**config.mk**
```make
export PLATFORM = sky130hd
export DESIGN_NAME = intercore_mailbox_and_spinlocks_core
export DESIGN_NICKNAME = d
export VERILOG_FILES = /design/src/rtl/core/icmb_pkg.sv /design/src/rtl/core/intercore_mailbox_and_spinlocks_core.sv
export SDC_FILE = /design/constraint.sdc
export NUM_CORES = 1
export LEC_CHECK = 0
export ABC_AREA = 1
export BUFFER_PORTS_ARGS = -buffer_cell sky130_fd_sc_hd__buf_2
export CORE_UTILIZATION = 30
export DETAILED_ROUTE_END_ITERATION = 12
export RECOVER_POWER = 25
export SYNTH_ARGS = -nofsm -noshare
export SYNTH_HDL_FRONTEND = slang
export SYNTH_SLANG_ARGS = --single-unit
```
**constraint.sdc**
```tcl
create_clock -name clk_i -period 3.7 [get_ports clk_i]
set_clock_uncertainty 0.05 [all_clocks]
set_input_delay 0.185 -clock clk_i [delete_from_list [all_inputs] [get_ports clk_i]]
set_output_delay 0.185 -clock clk_i [all_outputs]
set_load 0.1 [all_outputs]
```
**src/rtl/core/icmb_pkg.sv**
```systemverilog
// Shared types and defaults for the intercore mailbox and spinlock block.
package icmb_pkg;

  localparam int unsigned MBOX_DEPTH_DEF = 8;
  localparam int unsigned LOCK_COUNT_DEF = 32;

  localparam int unsigned FUNC_W   = 3;
  localparam int unsigned WORD_W   = 32;
  localparam int unsigned LOCKIDX_W = 5;

  typedef enum logic [FUNC_W-1:0] {
    FUNC_PUSH    = 3'd0,
    FUNC_POP     = 3'd1,
    FUNC_STATUS  = 3'd2,
    FUNC_ACQUIRE = 3'd3,
    FUNC_RELEASE = 3'd4
  } func_e;

endpackage

```
**src/rtl/core/intercore_mailbox_and_spinlocks_core.sv**
```systemverilog
// Two-core mailbox: two outgoing word FIFOs in one synchronous RAM plus a spinlock bank.
//
// An item accepted at a clock edge (start_i high, busy_o
// low) has its result on the result ports, marked by done_o, for exactly the following
// cycle. busy_o stays low, so a new item can be issued in every cycle. The mailbox words
// sit in a RAM with a registered read; a pop reads its word at the accept edge
// and the word appears with the result. Pointers, fill counts and lock bits are flops;
// the RAM needs no clearing after reset. The receiver cannot stall, so results must be
// taken in the cycle done_o is high.
module intercore_mailbox_and_spinlocks_core #(
  parameter int unsigned MAILBOX_DEPTH = icmb_pkg::MBOX_DEPTH_DEF,
  parameter int unsigned LOCK_COUNT    = icmb_pkg::LOCK_COUNT_DEF
) (
  input  logic                           clk_i,
  input  logic                           rst_ni,
  input  logic                           start_i,
  output logic                           busy_o,
  input  logic [icmb_pkg::FUNC_W-1:0]    func_i,
  input  logic                           core_sel_i,
  input  logic [icmb_pkg::WORD_W-1:0]    push_data_i,
  input  logic [icmb_pkg::LOCKIDX_W-1:0] lock_index_i,
  output logic                           done_o,
  output logic                           success_o,
  output logic [icmb_pkg::WORD_W-1:0]    pop_data_o,
  output logic                           own_empty_o,
  output logic                           own_full_o,
  output logic                           incoming_valid_o
);
  import icmb_pkg::*;

  localparam int unsigned PW   = $clog2(MAILBOX_DEPTH);
  localparam int unsigned CW   = $clog2(MAILBOX_DEPTH + 1);
  localparam int unsigned AW   = PW + 1;
  localparam int unsigned LIW  = (LOCK_COUNT > 1) ? $clog2(LOCK_COUNT) : 1;
  localparam int unsigned LXW  = LOCKIDX_W + 2;

  logic [WORD_W-1:0] mem_q [2**AW];
  logic [WORD_W-1:0] rdata_q;

  logic [PW-1:0] rp_q [2];
  logic [PW-1:0] rp_d [2];
  logic [PW-1:0] wp_q [2];
  logic [PW-1:0] wp_d [2];
  logic [CW-1:0] fill_q [2];
  logic [CW-1:0] fill_d [2];
  logic [LOCK_COUNT-1:0] lock_q, lock_d;

  logic done_q, success_q, success_d, popped_q, popped_d;
  logic own_empty_q, own_full_q, in_valid_q;

  logic          accept;
  logic          own, other;
  logic          wr_en;
  logic [AW-1:0] wr_addr, rd_addr;
  logic [LXW-1:0] lk_ext;
  logic          lk_ok;
  logic [LIW-1:0] lk;
  func_e         func;

  function automatic logic [PW-1:0] next_ptr(input logic [PW-1:0] p);
    next_ptr = (p == PW'(MAILBOX_DEPTH - 1)) ? '0 : p + 1'b1;
  endfunction

  assign busy_o  = 1'b0;
  assign accept  = start_i && !busy_o;
  assign own     = core_sel_i;
  assign other   = ~core_sel_i;
  assign func    = func_e'(func_i);
  assign lk_ext  = {2'b00, lock_index_i};
  assign lk_ok   = lk_ext < LXW'(LOCK_COUNT);
  assign lk      = lk_ext[LIW-1:0];
  assign wr_addr = {own, wp_q[own]};
  assign rd_addr = {other, rp_q[other]};

  always_comb begin
    rp_d      = rp_q;
    wp_d      = wp_q;
    fill_d    = fill_q;
    lock_d    = lock_q;
    success_d = 1'b0;
    popped_d  = 1'b0;
    wr_en     = 1'b0;
    unique case (func)
      FUNC_PUSH: begin
        if (fill_q[own] < CW'(MAILBOX_DEPTH)) begin
          wr_en        = 1'b1;
          wp_d[own]    = next_ptr(wp_q[own]);
          fill_d[own]  = fill_q[own] + 1'b1;
          success_d    = 1'b1;
        end
      end
      FUNC_POP: begin
        if (fill_q[other] != '0) begin
          rp_d[other]   = next_ptr(rp_q[other]);
          fill_d[other] = fill_q[other] - 1'b1;
          popped_d      = 1'b1;
          success_d     = 1'b1;
        end
      end
      FUNC_ACQUIRE: begin
        if (lk_ok && !lock_q[lk]) begin
          lock_d[lk] = 1'b1;
          success_d  = 1'b1;
        end
      end
      FUNC_RELEASE: begin
        if (lk_ok) begin
          lock_d[lk] = 1'b0;
        end
      end
      default: begin
      end
    endcase
  end

  // Mailbox RAM: one write port, one registered read port.
  always_ff @(posedge clk_i) begin
    if (accept && wr_en) begin
      mem_q[wr_addr] <= push_data_i;
    end
    if (accept) begin
      rdata_q <= mem_q[rd_addr];
    end
  end

  always_ff @(posedge clk_i or negedge rst_ni) begin
    if (!rst_ni) begin
      rp_q        <= '{default: '0};
      wp_q        <= '{default: '0};
      fill_q      <= '{default: '0};
      lock_q      <= '0;
      done_q      <= 1'b0;
      success_q   <= 1'b0;
      popped_q    <= 1'b0;
      own_empty_q <= 1'b0;
      own_full_q  <= 1'b0;
      in_valid_q  <= 1'b0;
    end else begin
      done_q <= accept;
      if (accept) begin
        rp_q        <= rp_d;
        wp_q        <= wp_d;
        fill_q      <= fill_d;
        lock_q      <= lock_d;
        success_q   <= success_d;
        popped_q    <= popped_d;
        own_empty_q <= (fill_d[own] == '0);
        own_full_q  <= (fill_d[own] >= CW'(MAILBOX_DEPTH));
        in_valid_q  <= (fill_d[other] != '0);
      end
    end
  end

  assign done_o           = done_q;
  assign success_o        = success_q;
  assign pop_data_o       = popped_q ? rdata_q : '0;
  assign own_empty_o      = own_empty_q;
  assign own_full_o       = own_full_q;
  assign incoming_valid_o = in_valid_q;

`ifndef ASSERT_OFF
  a_done_follows_accept: assert property (@(posedge clk_i) disable iff (!rst_ni)
    accept |=> done_o) else $error("result strobe missing after accepted item");

  a_no_spurious_done: assert property (@(posedge clk_i) disable iff (!rst_ni)
    !accept |=> !done_o) else $error("result strobe without accepted item");

  a_empty_full_excl: assert property (@(posedge clk_i) disable iff (!rst_ni)
    done_o |-> !(own_empty_o && own_full_o)) else $error("FIFO reported empty and full");

  a_pop_data_success: assert property (@(posedge clk_i) disable iff (!rst_ni)
    (done_o && pop_data_o != '0) |-> success_o) else $error("pop data without success");

  a_fill_bounded: assert property (@(posedge clk_i) disable iff (!rst_ni)
    (fill_q[0] <= CW'(MAILBOX_DEPTH)) && (fill_q[1] <= CW'(MAILBOX_DEPTH)))
    else $error("fill count beyond depth");
`endif

endmodule
```
==> metrics.txt <==
synthesized flop and latch total=about 600; Rel. slew slack=30.43%; Reg power frac=between 40% and 50%; Clock Tree Root=clkbuf_16; vias per cell=4.927; hpwl dp=36130 um; CTS buffer count=between 60 and 70; Logic pwr share=between 20% and 30%; Cells after Synth=approximately 2200; Fmax=around 370 MHz; Final Cycle Share=between 70% and 80%; Int Power=about 12000 uW; Required @ worst endpoint=roughly 4.0 ns; DRC Markers=0; drt total wl=around 65000 um; # rows=about 110; initial antenna violation count=2; cell taking the most area after synthesis=edfxtp_1; Seq/Total Area, Yosys=a little over two thirds; status=completed; worst skew pair latency=0.61 ns; Pre-antenna DRT Iters=5; Max-Cap Viols=0; Filler cells=approximately 8200; most frequent cells in the layout=544 x edfxtp_1, 306 x nand2_1, 266 x a21oi_1; critical path type=reg -> reg; number of buffers added on ports=80; Area Overhead vs Synth=16.42%; crit end category=register; Hold Path Class=in -> reg; synthesized area per cell=11.52 um^2; Max Root-Sink Buffers=3; Syn Std Cell Area=roughly 26000 um^2; max-slew violations=0; # nets final=2352; CP arrival=around 3 ns; crit path time final=2.701 ns; critical path, cell by cell=inv_1, nand2_1, a21oi_1, nand2_1, inv_1, nand2_1, nor2_4, buf_12; Least-Margin Pin Slew=~1.0 ns; pin count of the biggest net entering global routing=around 130; vias in the first global route=about 16000; Die Y=294 um; DR WL/cell=18.64 um; H-tree depth=3; most used cell, CP=nand2_1; Worst-path clk slew=around 0.06 ns; core area=roughly 84000 um^2; pre-CTS WS=slightly below 0.7 ns; cell area after layout=slightly below 30000 um^2; Synth cell types=28; Setup violations, final=0; share of layout cells above drive strength 1=a little under a tenth; number of synthesis warnings=0; Final WS setup=0.9988 ns; grt ovf=0; GRT Util Overall=14.97%; setup TNS=0 ns; Post-DP Area=approximately 27000 um^2; P_sw=~5600 uW; vias=about 17000; Initial Util=between 30% and 40%; ANT nets after route=0; Pleak=around 0.011 uW; first-pass GRT wire length=between 100000 and 150000 um; Clock Sinks=roughly 600; DIE AREA=86440 um^2; Max IR drop VDD=slightly above 0.4 mV; RSZ-0062 raised after global routing=no; die width=294 um; Startpoint Class=register; IO Pins=between 80 and 90; Worst path slowest cell=nor2_4; Clock power frac=about a third; net count of the mapped netlist=about 2300; CP max FO=17; slowest cell delay on critical path=roughly 0.58 ns; final hold vios=0; power per cell area=between 600 and 700 nW/um^2; 1st-iter DRT viols=1683; gpl congestion=between 0.8 and 0.9; most common library cell in the layout ignoring fill and taps=edfxtp_1; CTS tree=yes; top-area cell type share of the netlist area=between 60% and 70%; Net Sw Frac=a little over 30%; dominant cells by area after synthesis=edfxtp_1 64%, dfrtp_1 5.7%, a21oi_1 5.2%
==> what timing repair did <==
item,CTS,global route
setup buffers,0,0
hold endpoints to repair,552,0
setup endpoints to repair,0,0
hold buffers,34,0
resized for setup,0,0
==> registers in the layout, indices dropped and copies added, names as in the netlist, named ones only <==
name	flops
incoming_valid_o	1
rdata_q	32
mem_q	512
rp_q	6
own_empty_o	1
popped_q	1
wp_q	6
own_full_o	1
done_o	1
fill_q	8
success_o	1
==> worst max-delay path: cells and delay by family (launching register included) <==
kind | cells | cell delay, ns
and+or+nand+nor | 4 | 1.16
buffers and inverters | 3 | 0.51
DFF | 1 | 0.35
AOI/OAI and AO/OA | 1 | 0.33
==> kinds of logic after synthesis <==
kind of cell / after synthesis / share of synthesized area, %
and+or+nand+nor: 565 / 9.440
adders and majority gates: 8 / 0.3913
AOI/OAI and AO/OA: 680 / 14.59
DFF: 602 / 69.54
other: 1 / 0.01466
buffers and inverters: 363 / 5.992
xor gates and xnor gates: 1 / 0.03425
==> worst paths after layout <==
check / start / end / slack [ns] / depth (start not counted)
max in group asynchronous: rst_ni / fill_q[2] / 2.53 / 3
max reg2reg: fill_q[3] / mem_q[4][23] / 1.0 / 8
min in group asynchronous: rst_ni / rp_q[5] / 0.18 / 2
min reg2reg: register / register / 0.42 / 2
min: lock_index_i[2] / register / 0.07 / 6
max: fill_q[3] / mem_q[4][23] / 1.0 / 8
==> power by group through the flow <==
stage,combinational [uW],sequential [uW],clock [uW]
2_1_floorplan,2670,7980,0
6_report,3840,7840,6340
3_5_place_dp,3830,7970,0
3_3_place_gp,3780,7980,0
5_1_grt,4270,7860,6720
4_1_cts,3870,7840,6460
==> metal layers <==
metal,track usage [%],up-vias,share of wire [%]
li1,-,8142,-
met5,0,-,0.023
met4,3.925,2,1.9
met2,23.99,488,47
met3,2.311,82,5.3
met1,21.06,8437,46
==> Yosys cell counts, drive strengths merged <==
library cell and number:
o211ai 130, buf 77, o21ai 284, or2 4, nand4 35, nor3 8, conb 1, a21oi 266
inv 213, nand3 131, dfrtp 58, nand2 310, clkbuf 73, nor2 77, ha 8, edfxtp 544
xor2 1
==> cell type report <==
type / instances / area [um^2] / share of cell area, %
timing repair buffer: 162 / 1265 / 4.248
inverter: 213 / 802.0 / 2.693
clock buffer: 87 / 1750 / 5.878
tap: 1134 / 1419 / 4.765
clock inverter: 27 / 331.6 / 1.113
multi-input combinational: 1255 / 6420 / 21.56
sequential: 602 / 17790 / 59.74
antenna: 1 / 2.502 / 0.008403
==> per-stage QoR <==
stage	cells	utilization, %	total power (uW)	hold WS (ns)
floorplan	2220	-	10650	-0.1606
global placement	3332	32.62	11760	0.2942
detailed placement	3332	32.62	11800	0.3033
CTS	3480	35.50	18170	0.03073
global route	3480	35.47	18850	0.09016
finish	3481	35.47	18010	0.07138
(Power assumes the default switching activity.)
